===== src/rtl/core/cts_pkg.sv =====
// Shared types and codes for the cooperative task scheduler table.
// Holds command and status codes, field widths and the slot update flags.
// No dependencies; the interfaces, the slot update unit, the table and the testbench use it.
package cts_pkg;

    localparam int CMD_W    = 2;
    localparam int FIELD_W  = 16;
    localparam int IDX_W    = 5;
    localparam int STATUS_W = 2;
    localparam int RUNS_W   = 8;

    localparam logic [RUNS_W-1:0] RUNS_MAX = {RUNS_W{1'b1}};

    typedef enum logic [CMD_W-1:0] {
        CMD_ADD  = 2'd0,
        CMD_DEL  = 2'd1,
        CMD_TICK = 2'd2,
        CMD_DISP = 2'd3
    } t_cmd;

    typedef enum logic [STATUS_W-1:0] {
        ST_OK    = 2'd0,
        ST_FULL  = 2'd1,
        ST_EMPTY = 2'd2
    } t_status;

    // Decisions of the slot update unit for the slot now being walked.
    typedef struct packed {
        logic wr;        // write the updated entry back
        logic due;       // dispatch: slot has runs due
        logic one_shot;  // dispatch: slot is freed after this run
    } t_upd_flags;

endpackage


===== src/rtl/core/cts_if.sv =====
// Handshake interfaces for the command and result channels of the scheduler table.
// Depends on cts_pkg for the field widths.
interface cts_cmd_if;
    logic                         valid;
    logic                         ready;
    logic [cts_pkg::CMD_W-1:0]    command;
    logic [cts_pkg::FIELD_W-1:0]  task_handle;
    logic [cts_pkg::FIELD_W-1:0]  first_delay;
    logic [cts_pkg::FIELD_W-1:0]  repeat_period;
    logic [cts_pkg::IDX_W-1:0]    slot_index;

    modport source (output valid, command, task_handle, first_delay, repeat_period,
                    slot_index, input ready);
    modport sink (input valid, command, task_handle, first_delay, repeat_period,
                  slot_index, output ready);
endinterface

interface cts_res_if;
    logic                          valid;
    logic                          ready;
    logic [cts_pkg::STATUS_W-1:0]  status;
    logic [cts_pkg::IDX_W-1:0]     slot_out;
    logic [cts_pkg::FIELD_W-1:0]   run_handle;
    logic                          run_valid;
    logic                          last;

    modport source (output valid, status, slot_out, run_handle, run_valid, last,
                    input ready);
    modport sink (input valid, status, slot_out, run_handle, run_valid, last,
                  output ready);
endinterface


===== src/rtl/core/cts_ram.sv =====
// Generic simple dual-port RAM: one write port, one read port, registered read.
// No dependencies.
module cts_ram #(
    parameter int WIDTH = 8,
    parameter int DEPTH = 32
) (
    input  logic                                    i_clk,
    input  logic                                    i_we,
    input  logic [(DEPTH > 1 ? $clog2(DEPTH) : 1)-1:0] i_waddr,
    input  logic [WIDTH-1:0]                        i_wdata,
    input  logic [(DEPTH > 1 ? $clog2(DEPTH) : 1)-1:0] i_raddr,
    output logic [WIDTH-1:0]                        o_rdata
);

    logic [WIDTH-1:0] r_mem [DEPTH];
    logic [WIDTH-1:0] r_rdata;

    always_ff @(posedge i_clk) begin
        if (i_we) begin
            r_mem[i_waddr] <= i_wdata;
        end
        r_rdata <= r_mem[i_raddr];
    end

    assign o_rdata = r_rdata;

endmodule


===== src/rtl/core/cts_slot_upd.sv =====
// Slot update unit: computes the new delay and run count of one slot for a tick
// or a dispatch, and whether the entry is due, freed or written back. Uses cts_pkg.
module cts_slot_upd #(
    parameter int TICK_BITS = 16
) (
    input  logic                          i_tick,
    input  logic                          i_used,
    input  logic [TICK_BITS-1:0]          i_delay,
    input  logic [TICK_BITS-1:0]          i_period,
    input  logic [cts_pkg::RUNS_W-1:0]    i_runs,
    output logic [TICK_BITS-1:0]          o_delay,
    output logic [cts_pkg::RUNS_W-1:0]    o_runs,
    output cts_pkg::t_upd_flags           o_flags
);

    logic runs_nz;
    logic period_nz;

    assign runs_nz   = (i_runs != '0);
    assign period_nz = (i_period != '0);

    always_comb begin
        o_delay  = i_delay;
        o_runs   = i_runs;
        o_flags  = '0;
        if (i_tick) begin
            // Aging: a slot at zero delay earns a run and reloads when periodic.
            o_flags.wr = i_used;
            if (i_delay == '0) begin
                if (i_runs != cts_pkg::RUNS_MAX) begin
                    o_runs = i_runs + cts_pkg::RUNS_W'(1);
                end
                if (period_nz) begin
                    o_delay = i_period;
                end
            end else begin
                o_delay = i_delay - TICK_BITS'(1);
            end
        end else begin
            o_flags.due      = i_used & runs_nz;
            o_flags.wr       = i_used & runs_nz;
            o_flags.one_shot = ~period_nz;
            o_runs           = i_runs - cts_pkg::RUNS_W'(1);
        end
    end

endmodule


===== src/rtl/core/cooperative_task_scheduler_table.sv =====
// Time-triggered cooperative scheduler table.
// A command transaction on i_cmd carries add, delete, tick or dispatch. Add, delete and
// tick answer with one result transaction on o_res; dispatch answers with one result per
// slot that has runs due, in slot order, or with one empty result when none is due. The
// final result of every command has last set.
// Delete goes straight to S_DONE. Add first scans the used bits from slot 0 up to the lowest
// free slot, or to the last slot when the table is full; tick and dispatch walk every slot
// in S_WALK. Dispatch holds each due slot in the staged result and offers it once the next
// due slot is found or in S_DONE. The walk reads one entry and writes at most one back per
// cycle, unless a stalled output register halts a dispatch walk on a due slot.
// A new command is taken only once the previous one has queued its final result, but it
// is taken while that result still waits in the output register.
// Reset clears all used bits, so the table comes up empty; the slot memory itself is not
// cleared, since an entry's fields are only acted on after add has written it.
// When the receiver stalls, results stay in the output register, and a dispatch walk
// halts on the next due slot until the register frees up.
// Depends on cts_pkg, cts_if, cts_ram and cts_slot_upd.
module cooperative_task_scheduler_table #(
    parameter int SLOTS       = 32,
    parameter int TICK_BITS   = 16,
    parameter int HANDLE_BITS = 16
) (
    input  logic       i_clk,
    input  logic       i_rst_n,
    cts_cmd_if.sink    i_cmd,
    cts_res_if.source  o_res
);

    localparam int SLOT_W = (SLOTS > 1) ? $clog2(SLOTS) : 1;
    localparam int RUNS_W = cts_pkg::RUNS_W;
    localparam int WORD_W = HANDLE_BITS + 2 * TICK_BITS + RUNS_W;
    localparam logic [SLOT_W-1:0] LAST_SLOT = SLOT_W'(SLOTS - 1);

    // Sequencer states, one-hot.
    typedef enum logic [3:0] {
        S_IDLE     = 4'b0001,
        S_ADD_SCAN = 4'b0010,
        S_WALK     = 4'b0100,
        S_DONE     = 4'b1000
    } t_state;

    t_state r_state, n_state;
    logic   r_is_tick, n_is_tick;
    logic [SLOT_W-1:0] r_idx, n_idx;
    logic [SLOTS-1:0]  r_used, n_used;

    logic [HANDLE_BITS-1:0] r_add_handle, n_add_handle;
    logic [TICK_BITS-1:0]   r_add_delay, n_add_delay;
    logic [TICK_BITS-1:0]   r_add_period, n_add_period;

    // Staged result: the pending dispatch entry, or the single answer of other commands.
    logic                             r_pend_valid, n_pend_valid;
    logic [cts_pkg::STATUS_W-1:0]     r_pend_status, n_pend_status;
    logic [cts_pkg::IDX_W-1:0]        r_pend_slot, n_pend_slot;
    logic [cts_pkg::FIELD_W-1:0]      r_pend_handle, n_pend_handle;
    logic                             r_pend_run, n_pend_run;

    // Output register.
    logic                             r_out_valid, n_out_valid;
    logic [cts_pkg::STATUS_W-1:0]     r_out_status;
    logic [cts_pkg::IDX_W-1:0]        r_out_slot;
    logic [cts_pkg::FIELD_W-1:0]      r_out_handle;
    logic                             r_out_run;
    logic                             r_out_last;
    logic                             out_load;
    logic                             out_last;
    logic                             out_free;

    logic                             in_acc;
    logic                             idx_in_range;
    logic                             cur_used;
    logic                             proceed;

    logic              mem_we;
    logic [SLOT_W-1:0] mem_waddr;
    logic [SLOT_W-1:0] mem_raddr;
    logic [WORD_W-1:0] mem_wdata;
    logic [WORD_W-1:0] mem_rdata;

    logic [HANDLE_BITS-1:0] rd_handle;
    logic [TICK_BITS-1:0]   rd_delay;
    logic [TICK_BITS-1:0]   rd_period;
    logic [RUNS_W-1:0]      rd_runs;
    logic [TICK_BITS-1:0]   upd_delay;
    logic [RUNS_W-1:0]      upd_runs;
    cts_pkg::t_upd_flags    upd_flags;

    // Slot entry layout: {handle, delay, period, runs}.
    assign rd_handle = mem_rdata[WORD_W-1 -: HANDLE_BITS];
    assign rd_delay  = mem_rdata[RUNS_W + TICK_BITS +: TICK_BITS];
    assign rd_period = mem_rdata[RUNS_W +: TICK_BITS];
    assign rd_runs   = mem_rdata[RUNS_W-1:0];

    cts_ram #(
        .WIDTH (WORD_W),
        .DEPTH (SLOTS)
    ) u_slot_ram (
        .i_clk   (i_clk),
        .i_we    (mem_we),
        .i_waddr (mem_waddr),
        .i_wdata (mem_wdata),
        .i_raddr (mem_raddr),
        .o_rdata (mem_rdata)
    );

    assign cur_used = r_used[r_idx];

    cts_slot_upd #(
        .TICK_BITS (TICK_BITS)
    ) u_slot_upd (
        .i_tick   (r_is_tick),
        .i_used   (cur_used),
        .i_delay  (rd_delay),
        .i_period (rd_period),
        .i_runs   (rd_runs),
        .o_delay  (upd_delay),
        .o_runs   (upd_runs),
        .o_flags  (upd_flags)
    );

    assign i_cmd.ready  = (r_state == S_IDLE);
    assign in_acc       = i_cmd.valid & i_cmd.ready;
    assign out_free     = ~r_out_valid | o_res.ready;
    assign idx_in_range = (32'(i_cmd.slot_index) < SLOTS);

    always_comb begin
        n_state       = r_state;
        n_is_tick     = r_is_tick;
        n_idx         = r_idx;
        n_used        = r_used;
        n_add_handle  = r_add_handle;
        n_add_delay   = r_add_delay;
        n_add_period  = r_add_period;
        n_pend_valid  = r_pend_valid;
        n_pend_status = r_pend_status;
        n_pend_slot   = r_pend_slot;
        n_pend_handle = r_pend_handle;
        n_pend_run    = r_pend_run;
        mem_we        = 1'b0;
        mem_waddr     = r_idx;
        mem_raddr     = '0;
        mem_wdata     = {rd_handle, upd_delay, rd_period, upd_runs};
        out_load      = 1'b0;
        out_last      = 1'b0;
        proceed       = 1'b0;

        case (r_state)
            S_IDLE: begin
                // The read of slot 0 is issued here so a walk starts with its data.
                if (in_acc) begin
                    n_idx         = '0;
                    n_pend_valid  = 1'b0;
                    n_pend_status = cts_pkg::ST_OK;
                    n_pend_slot   = '0;
                    n_pend_handle = '0;
                    n_pend_run    = 1'b0;
                    case (i_cmd.command)
                        cts_pkg::CMD_ADD: begin
                            n_add_handle = HANDLE_BITS'(i_cmd.task_handle);
                            n_add_delay  = TICK_BITS'(i_cmd.first_delay);
                            n_add_period = TICK_BITS'(i_cmd.repeat_period);
                            n_state      = S_ADD_SCAN;
                        end
                        cts_pkg::CMD_DEL: begin
                            n_pend_slot   = i_cmd.slot_index;
                            n_pend_status = cts_pkg::ST_EMPTY;
                            if (idx_in_range) begin
                                if (r_used[SLOT_W'(i_cmd.slot_index)]) begin
                                    n_pend_status = cts_pkg::ST_OK;
                                end
                                n_used[SLOT_W'(i_cmd.slot_index)] = 1'b0;
                            end
                            n_state = S_DONE;
                        end
                        cts_pkg::CMD_TICK: begin
                            n_is_tick = 1'b1;
                            n_state   = S_WALK;
                        end
                        default: begin
                            n_is_tick = 1'b0;
                            n_state   = S_WALK;
                        end
                    endcase
                end
            end

            S_ADD_SCAN: begin
                // Lowest free slot, checked one used bit per cycle.
                if (!cur_used) begin
                    mem_we        = 1'b1;
                    mem_wdata     = {r_add_handle, r_add_delay, r_add_period, RUNS_W'(0)};
                    n_used[r_idx] = 1'b1;
                    n_pend_slot   = cts_pkg::IDX_W'(r_idx);
                    n_state       = S_DONE;
                end else if (r_idx == LAST_SLOT) begin
                    n_pend_status = cts_pkg::ST_FULL;
                    n_state       = S_DONE;
                end else begin
                    n_idx = r_idx + SLOT_W'(1);
                end
            end

            S_WALK: begin
                // A due slot while an earlier one is still pending needs the output
                // register; otherwise the walk moves on every cycle.
                proceed = ~(~r_is_tick & upd_flags.due & r_pend_valid & ~out_free);
                if (proceed && r_idx != LAST_SLOT) begin
                    mem_raddr = r_idx + SLOT_W'(1);
                end else begin
                    mem_raddr = r_idx;
                end
                if (proceed) begin
                    mem_we = upd_flags.wr;
                    if (!r_is_tick && upd_flags.due) begin
                        if (r_pend_valid) begin
                            out_load = 1'b1;
                        end
                        n_pend_valid  = 1'b1;
                        n_pend_slot   = cts_pkg::IDX_W'(r_idx);
                        n_pend_handle = cts_pkg::FIELD_W'(rd_handle);
                        n_pend_run    = 1'b1;
                        if (upd_flags.one_shot) begin
                            n_used[r_idx] = 1'b0;
                        end
                    end
                    if (r_idx == LAST_SLOT) begin
                        n_state = S_DONE;
                    end else begin
                        n_idx = r_idx + SLOT_W'(1);
                    end
                end
            end

            S_DONE: begin
                if (out_free) begin
                    out_load = 1'b1;
                    out_last = 1'b1;
                    n_state  = S_IDLE;
                end
            end

            default: begin
                n_state = S_IDLE;
            end
        endcase

        if (out_load) begin
            n_out_valid = 1'b1;
        end else if (o_res.ready) begin
            n_out_valid = 1'b0;
        end else begin
            n_out_valid = r_out_valid;
        end
    end

    always_ff @(posedge i_clk) begin
        if (!i_rst_n) begin
            r_state      <= S_IDLE;
            r_used       <= '0;
            r_pend_valid <= 1'b0;
            r_out_valid  <= 1'b0;
            r_is_tick    <= 1'b0;
            r_idx        <= '0;
        end else begin
            r_state      <= n_state;
            r_used       <= n_used;
            r_pend_valid <= n_pend_valid;
            r_out_valid  <= n_out_valid;
            r_is_tick    <= n_is_tick;
            r_idx        <= n_idx;
        end
    end

    always_ff @(posedge i_clk) begin
        r_add_handle  <= n_add_handle;
        r_add_delay   <= n_add_delay;
        r_add_period  <= n_add_period;
        r_pend_status <= n_pend_status;
        r_pend_slot   <= n_pend_slot;
        r_pend_handle <= n_pend_handle;
        r_pend_run    <= n_pend_run;
        if (out_load) begin
            r_out_status <= r_pend_status;
            r_out_slot   <= r_pend_slot;
            r_out_handle <= r_pend_handle;
            r_out_run    <= r_pend_run;
            r_out_last   <= out_last;
        end
    end

    assign o_res.valid      = r_out_valid;
    assign o_res.status     = r_out_status;
    assign o_res.slot_out   = r_out_slot;
    assign o_res.run_handle = r_out_handle;
    assign o_res.run_valid  = r_out_run;
    assign o_res.last       = r_out_last;

    // The walk never reads the entry it writes back, except at the final slot.
    a_no_rw_overlap: assert property (@(posedge i_clk) disable iff (!i_rst_n)
        (mem_we && r_state == S_WALK && r_idx != LAST_SLOT) |-> (mem_raddr != mem_waddr))
        else $error("slot memory read and write collide during walk");

    // A result that names a task always reports success.
    a_run_ok: assert property (@(posedge i_clk) disable iff (!i_rst_n)
        (r_out_valid && r_out_run) |-> (r_out_status == cts_pkg::ST_OK))
        else $error("dispatched task carries an error status");

    // An accepted command always takes the sequencer out of the idle state.
    a_cmd_busy: assert property (@(posedge i_clk) disable iff (!i_rst_n)
        in_acc |=> (r_state != S_IDLE))
        else $error("command accepted without being processed");

    // A stalled dispatch walk keeps its place and its pending entry.
    a_walk_hold: assert property (@(posedge i_clk) disable iff (!i_rst_n)
        (r_state == S_WALK && !proceed) |=> (r_state == S_WALK && r_pend_valid
            && r_idx == $past(r_idx)))
        else $error("dispatch walk moved while stalled");

endmodule


===== src/flat_wrapper.sv =====
// flat-port wrapper written by rule: the top's interface ports become plain ports
module cooperative_task_scheduler_table_flat 
#(
    parameter int SLOTS       = 32,
    parameter int TICK_BITS   = 16,
    parameter int HANDLE_BITS = 16
)
  (i_clk, i_rst_n, i_cmd_valid, i_cmd_command, i_cmd_task_handle, i_cmd_first_delay, i_cmd_repeat_period, i_cmd_slot_index, i_cmd_ready, o_res_valid, o_res_status, o_res_slot_out, o_res_run_handle, o_res_run_valid, o_res_last, o_res_ready);
  cts_cmd_if i_cmd_i ();
  cts_res_if o_res_i ();
  input  logic i_clk;
  input  logic i_rst_n;
  input wire logic [$bits(i_cmd_i.valid)-1:0] i_cmd_valid;
  input wire logic [$bits(i_cmd_i.command)-1:0] i_cmd_command;
  input wire logic [$bits(i_cmd_i.task_handle)-1:0] i_cmd_task_handle;
  input wire logic [$bits(i_cmd_i.first_delay)-1:0] i_cmd_first_delay;
  input wire logic [$bits(i_cmd_i.repeat_period)-1:0] i_cmd_repeat_period;
  input wire logic [$bits(i_cmd_i.slot_index)-1:0] i_cmd_slot_index;
  output wire logic [$bits(i_cmd_i.ready)-1:0] i_cmd_ready;
  output wire logic [$bits(o_res_i.valid)-1:0] o_res_valid;
  output wire logic [$bits(o_res_i.status)-1:0] o_res_status;
  output wire logic [$bits(o_res_i.slot_out)-1:0] o_res_slot_out;
  output wire logic [$bits(o_res_i.run_handle)-1:0] o_res_run_handle;
  output wire logic [$bits(o_res_i.run_valid)-1:0] o_res_run_valid;
  output wire logic [$bits(o_res_i.last)-1:0] o_res_last;
  input wire logic [$bits(o_res_i.ready)-1:0] o_res_ready;
  assign i_cmd_i.valid = i_cmd_valid;
  assign i_cmd_i.command = i_cmd_command;
  assign i_cmd_i.task_handle = i_cmd_task_handle;
  assign i_cmd_i.first_delay = i_cmd_first_delay;
  assign i_cmd_i.repeat_period = i_cmd_repeat_period;
  assign i_cmd_i.slot_index = i_cmd_slot_index;
  assign i_cmd_ready = i_cmd_i.ready;
  assign o_res_valid = o_res_i.valid;
  assign o_res_status = o_res_i.status;
  assign o_res_slot_out = o_res_i.slot_out;
  assign o_res_run_handle = o_res_i.run_handle;
  assign o_res_run_valid = o_res_i.run_valid;
  assign o_res_last = o_res_i.last;
  assign o_res_i.ready = o_res_ready;
  cooperative_task_scheduler_table #(.SLOTS(SLOTS), .TICK_BITS(TICK_BITS), .HANDLE_BITS(HANDLE_BITS)) u_core (.i_clk(i_clk), .i_rst_n(i_rst_n), .i_cmd(i_cmd_i), .o_res(o_res_i));
endmodule

===== config.mk =====
export PLATFORM = sky130hd
export DESIGN_NAME = cooperative_task_scheduler_table_flat
export DESIGN_NICKNAME = d
export VERILOG_FILES = /design/src/rtl/core/cts_pkg.sv /design/src/rtl/core/cts_if.sv /design/src/rtl/core/cts_ram.sv /design/src/rtl/core/cts_slot_upd.sv /design/src/rtl/core/cooperative_task_scheduler_table.sv /design/src/flat_wrapper.sv
export SDC_FILE = /design/constraint.sdc
export NUM_CORES = 2
export LEC_CHECK = 0
export ABC_AREA = 1
export BUFFER_PORTS_ARGS = -buffer_cell sky130_fd_sc_hd__buf_2
export CORE_AREA = 2 2 578 580
export CTS_CLUSTER_DIAMETER = 50
export DETAILED_ROUTE_END_ITERATION = 10
export DIE_AREA = 0 0 580 582
export PLACE_DENSITY = 0.42
export SLEW_MARGIN = 20
export SYNTH_ARGS = -nofsm -noshare
export SYNTH_HDL_FRONTEND = slang
export SYNTH_HIERARCHICAL = 1
export SYNTH_SLANG_ARGS = --single-unit
export TNS_END_PERCENT = 30

===== constraint.sdc =====
create_clock -name i_clk -period 11.9 [get_ports i_clk]
set_input_delay 2.38 -clock i_clk [delete_from_list [all_inputs] [get_ports i_clk]]
set_output_delay 2.38 -clock i_clk [all_outputs]
set_load 0.005 [all_outputs]

==> impl_metrics.json <==
{
  "cts_resized": 0,
  "hold_path_depth": 0,
  "start_util_pct": 24.9,
  "grt_pass1_vias": 54100,
  "clock_skew_ps": 88.3,
  "fin_crit_sh_pct": 58.7,
  "die-area_sq_um": 338000,
  "fillers": 34000,
  "synth_cell_types": 42,
  "die_h_um": 582,
  "cp_max_fo": 141,
  "crit_required_ps": 12620,
  "place.detailed.hpwl_mm": 137,
  "grt_max_degree": 177,
  "synth.avg_cell_area_sq_um": 11.1,
  "setup.worst_path.start_class": "register",
  "intPower_mw": 12.6,
  "io_pins": 86,
  "r2r_start": "u_core/mem_waddr[1]$_SDFFE_PN0P_",
  "pwr-share-clk_pct": 45.9,
  "htreeDepth": 5,
  "powerDensity_nw_per_um2": 173,
  "post_drt_wl_per_cell_um": 23.4,
  "slew_headroom_pct": 24.6,
  "switching_share_pct": 23.8,
  "gp_congestion": 0.797,
  "area_growth_pct": 16.2,
  "overflow": 0,
  "r2r_slack_ps": 4920,
  "hold_buffers": 0,
  "worstMarginPinSlew_ps": 1130,
  "ys_seq_area_share_pct": 71.1,
  "drcViolationCount": 0,
  "fmax_mhz": 143,
  "crit_path_start": "u_core/mem_waddr[1]$_SDFFE_PN0P_",
  "synth_area_sq_um": 82600,
  "p_sw_mw": 3.96,
  "grt_pass1_wl_mm": 403,
  "cts_root_buf": "clkbuf_16",
  "cp-end-kind": "register",
  "hp-class": "reg -> reg",
  "die_w_um": 580,
  "r2r_end": "u_core/u_slot_ram/o_rdata[9]$_DFF_P_",
  "io_buffers": 85,
  "synth-seq-cells": 1989,
  "finalNetCount": 7562,
  "postLayoutCellArea_sq_um": 96000,
  "core_sq_um": 332000,
  "comb_power_share_pct": 6.0,
  "critPathArrivalTime_ps": 7710,
  "max_cap_violations": 0,
  "yosysWarnings": 6,
  "path_class": "reg -> reg",
  "first_iter_violations": 5476,
  "hold_violations": 0,
  "synthCells": 7455,
  "rsz0062_at_grt": "false",
  "reg2reg_depth": 26,
  "wirelength_mm": 282,
  "fin_tns_setup_ps": 0,
  "finalSetupViolations": 0,
  "detail-route-antenna-nets": 0,
  "rows": 212,
  "vias": 56800,
  "outcome": "complete, no violations",
  "insertion_delay_ps": 850,
  "drive_above_1_share_pct": 9.27,
  "synth_fp_nets": 7524,
  "grt_usage_pct": 16.2,
  "antenna_found_initial": 12,
  "final_max_slew_viol_count": 0,
  "cts.clk_slew.worst_paths_ps": 50,
  "ir_worst_vdd_mv": 0.102,
  "routed_via_density": 4.70,
  "endpoint": "u_core/u_slot_ram/o_rdata[9]$_DFF_P_",
  "post-cts-setup-buffer-count": 0,
  "placed_cell_area_sq_um": 87700,
  "min_period_ps": 6980,
  "p_leak_nw": 34.1,
  "cts.sinks": 1989,
  "clockBufferDepth": 4,
  "pwr-share-seq_pct": 48.0,
  "drtPass1Iterations": 5,
  "numCtsBuffers": 266,
  "cts_tree": "yes"
}
-- layout by cell type (no fill, tap or decap), types with 4 or more instances in the layout --
master / n
buf_4: 124
nand2_1: 2938
nand3_1: 1471
clkinv_2: 29
edfxtp_1: 1889
inv_1: 135
inv_6: 17
clkbuf_16: 271
ha_1: 10
o21ai_4: 7
nand2_2: 14
clkinv_4: 21
nor2_1: 100
nand4_1: 53
buf_2: 85
o22ai_1: 17
a21oi_1: 64
inv_2: 11
clkbuf_1: 56
inv_8: 6
o21ai_0: 85
clkinv_1: 33
dfxtp_1: 98
clkinvlp_4: 15
xor2_1: 4
o21ai_2: 8
diode_2: 4
nor2_2: 10
nor3_1: 11
o32ai_1: 4
bufinv_16: 14
nor2_4: 44
buf_12: 9
inv_16: 4
-- worst max-delay path: stages, from the launching register on --
cell and delay (ps):
dfxtp_1 830, inv_1 560, nand3_1 260, nand2_1 80
nand2_1 80, nand2_1 100, nor2_4 180, nand2_4 80
inv_1 80, nor3_1 50, nand2_1 120, inv_1 90
nand2_1 70, nor2_1 80, nor2_1 410, inv_1 310
a211oi_4 310, buf_12 670, buf_12 550, buf_12 650
nand3_1 160, nand3_1 110, nand2_1 70, nand2_1 80
nand2_1 80, nand2_1 90, nand2_1 70
-- synth_stat cells --
cell | instances | area share, %
nand3_2 | 1 | 0.012
a211oi_1 | 2 | 0.018
nand2_1 | 2941 | 13
buf_6 | 29 | 0.40
nand4_1 | 53 | 0.40
o21ai_1 | 11 | 0.067
xor2_1 | 4 | 0.042
nor2_2 | 9 | 0.068
buf_1 | 15 | 0.068
buf_8 | 2 | 0.036
nor2_1 | 135 | 0.61
nor3_1 | 11 | 0.067
xor2_2 | 1 | 0.020
ha_1 | 10 | 0.15
a31oi_1 | 1 | 0.0076
clkbuf_2 | 1 | 0.0061
o31ai_1 | 1 | 0.0091
nand2_4 | 2 | 0.027
inv_2 | 14 | 0.064
nand3_4 | 2 | 0.042
buf_2 | 277 | 1.7
nand3_1 | 1471 | 8.9
o21ai_0 | 91 | 0.55
clkbuf_1 | 73 | 0.33
nand2_2 | 11 | 0.083
o22ai_1 | 17 | 0.13
nor4_1 | 1 | 0.0076
nor3_4 | 1 | 0.020
clkinv_1 | 1 | 0.0045
buf_4 | 51 | 0.46
or2_2 | 2 | 0.015
and2_1 | 1 | 0.0076
o32ai_1 | 4 | 0.042
nor2_4 | 10 | 0.14
edfxtp_1 | 1889 | 69
dfxtp_1 | 100 | 2.4
inv_4 | 1 | 0.0076
o211ai_1 | 1 | 0.0091
a21oi_1 | 67 | 0.41
xnor2_1 | 1 | 0.011
nand3b_1 | 3 | 0.027
inv_1 | 137 | 0.62
-- state kept, by name, indices dropped and copies added (netlist names), 2 cells and up --
| register | flops |
|---|---|
| u_core/r_add_handle | 16 |
| u_core/mem_waddr | 5 |
| u_core/o_res.slot_out | 5 |
| u_core/o_res.status | 2 |
| u_core/r_state | 4 |
| u_core/r_used | 32 |
| u_core/r_pend_handle | 16 |
| u_core/r_add_delay | 16 |
| u_core/r_add_period | 16 |
| u_core/u_slot_ram/r_mem | 1792 |
| u_core/r_pend_slot | 5 |
| u_core/r_pend_status | 2 |
| u_core/u_slot_ram/o_rdata | 56 |
| u_core/o_res.run_handle | 16 |
-- through the flow --
step / hold slack [ps] / instances / util [%] / total power, mW / setup slack, ps
final: 385 / 12100 / 28.9 / 16.6 / 4920
after global routing: 395 / 12100 / 28.9 / 17.2 / 4610
after CTS: 392 / 12100 / 28.9 / 16.8 / 4860
after detailed placement: 407 / 11600 / 26.4 / 9.13 / 4800
after global placement: 412 / 11600 / 26.4 / 9.12 / 4850
after floorplan: 400 / 7455 / - / 8.74 / 5930
-- metal layers --
| metal | global-route usage (%) | vias up | routed length [um] |
|---|---|---|---|
| met2 | 26.3 | 1656 | 131000 |
| met5 | 0 | - | 37 |
| met1 | 22.9 | 28800 | 131000 |
| met3 | 2.21 | 378 | 14600 |
| met4 | 3.68 | 6 | 5810 |
| li1 | - | 25900 | - |
-- layout make-up --
class	instances	area (sq um)	share of cell area [%]
inverters	153	618	0.644
clock inverters	137	1300	1.35
repair buffers	218	1540	1.60
flip-flops and latches	1989	58700	61.2
well taps	4387	5490	5.72
diodes	4	10.0	0.0104
clock buffers	330	7030	7.32
multi-input cells	4865	21300	22.2
-- kinds of logic (layout without fill, tap and decap cells) --
group	after synthesis	count (layout)	synth area share (%)
DFF	1989	1989	71.1
AOI/OAI and AO/OA	195	195	1.24
xor gates and xnor gates	6	6	0.0727
adders and majority gates	10	10	0.151
and+or+nand+nor	4654	4654	23.8
other	0	4	0
buffers and inverters	601	838	3.68
-- power by group through the flow --
stage / logic, mW / clock network (mW) / registers, mW
floorplan: 0.667 / 0 / 8.07
global placement: 0.995 / 0 / 8.12
detailed placement: 1.01 / 0 / 8.12
CTS: 1.01 / 7.80 / 7.98
global route: 1.12 / 8.07 / 7.98
finish: 1.00 / 7.63 / 7.98
-- worst min path at each step --
stage / start / end / slack [ps]
2_1_floorplan: u_core/r_pend_handle[0]$_SDFFCE_PN0P_ / u_core/o_res.run_handle[0]$_DFFE_PP_ / 400
3_3_place_gp: u_core/r_pend_handle[8]$_SDFFCE_PN0P_ / u_core/o_res.run_handle[8]$_DFFE_PP_ / 410
3_5_place_dp: u_core/r_pend_handle[8]$_SDFFCE_PN0P_ / u_core/o_res.run_handle[8]$_DFFE_PP_ / 410
4_1_cts: u_core/r_pend_status[0]$_SDFFCE_PP1P_ / u_core/o_res.status[0]$_DFFE_PP_ / 390
5_1_grt: u_core/r_pend_status[0]$_SDFFCE_PP1P_ / u_core/o_res.status[0]$_DFFE_PP_ / 390
6_report: u_core/r_pend_status[0]$_SDFFCE_PP1P_ / u_core/o_res.status[0]$_DFFE_PP_ / 390
(Power assumes the default switching activity.)
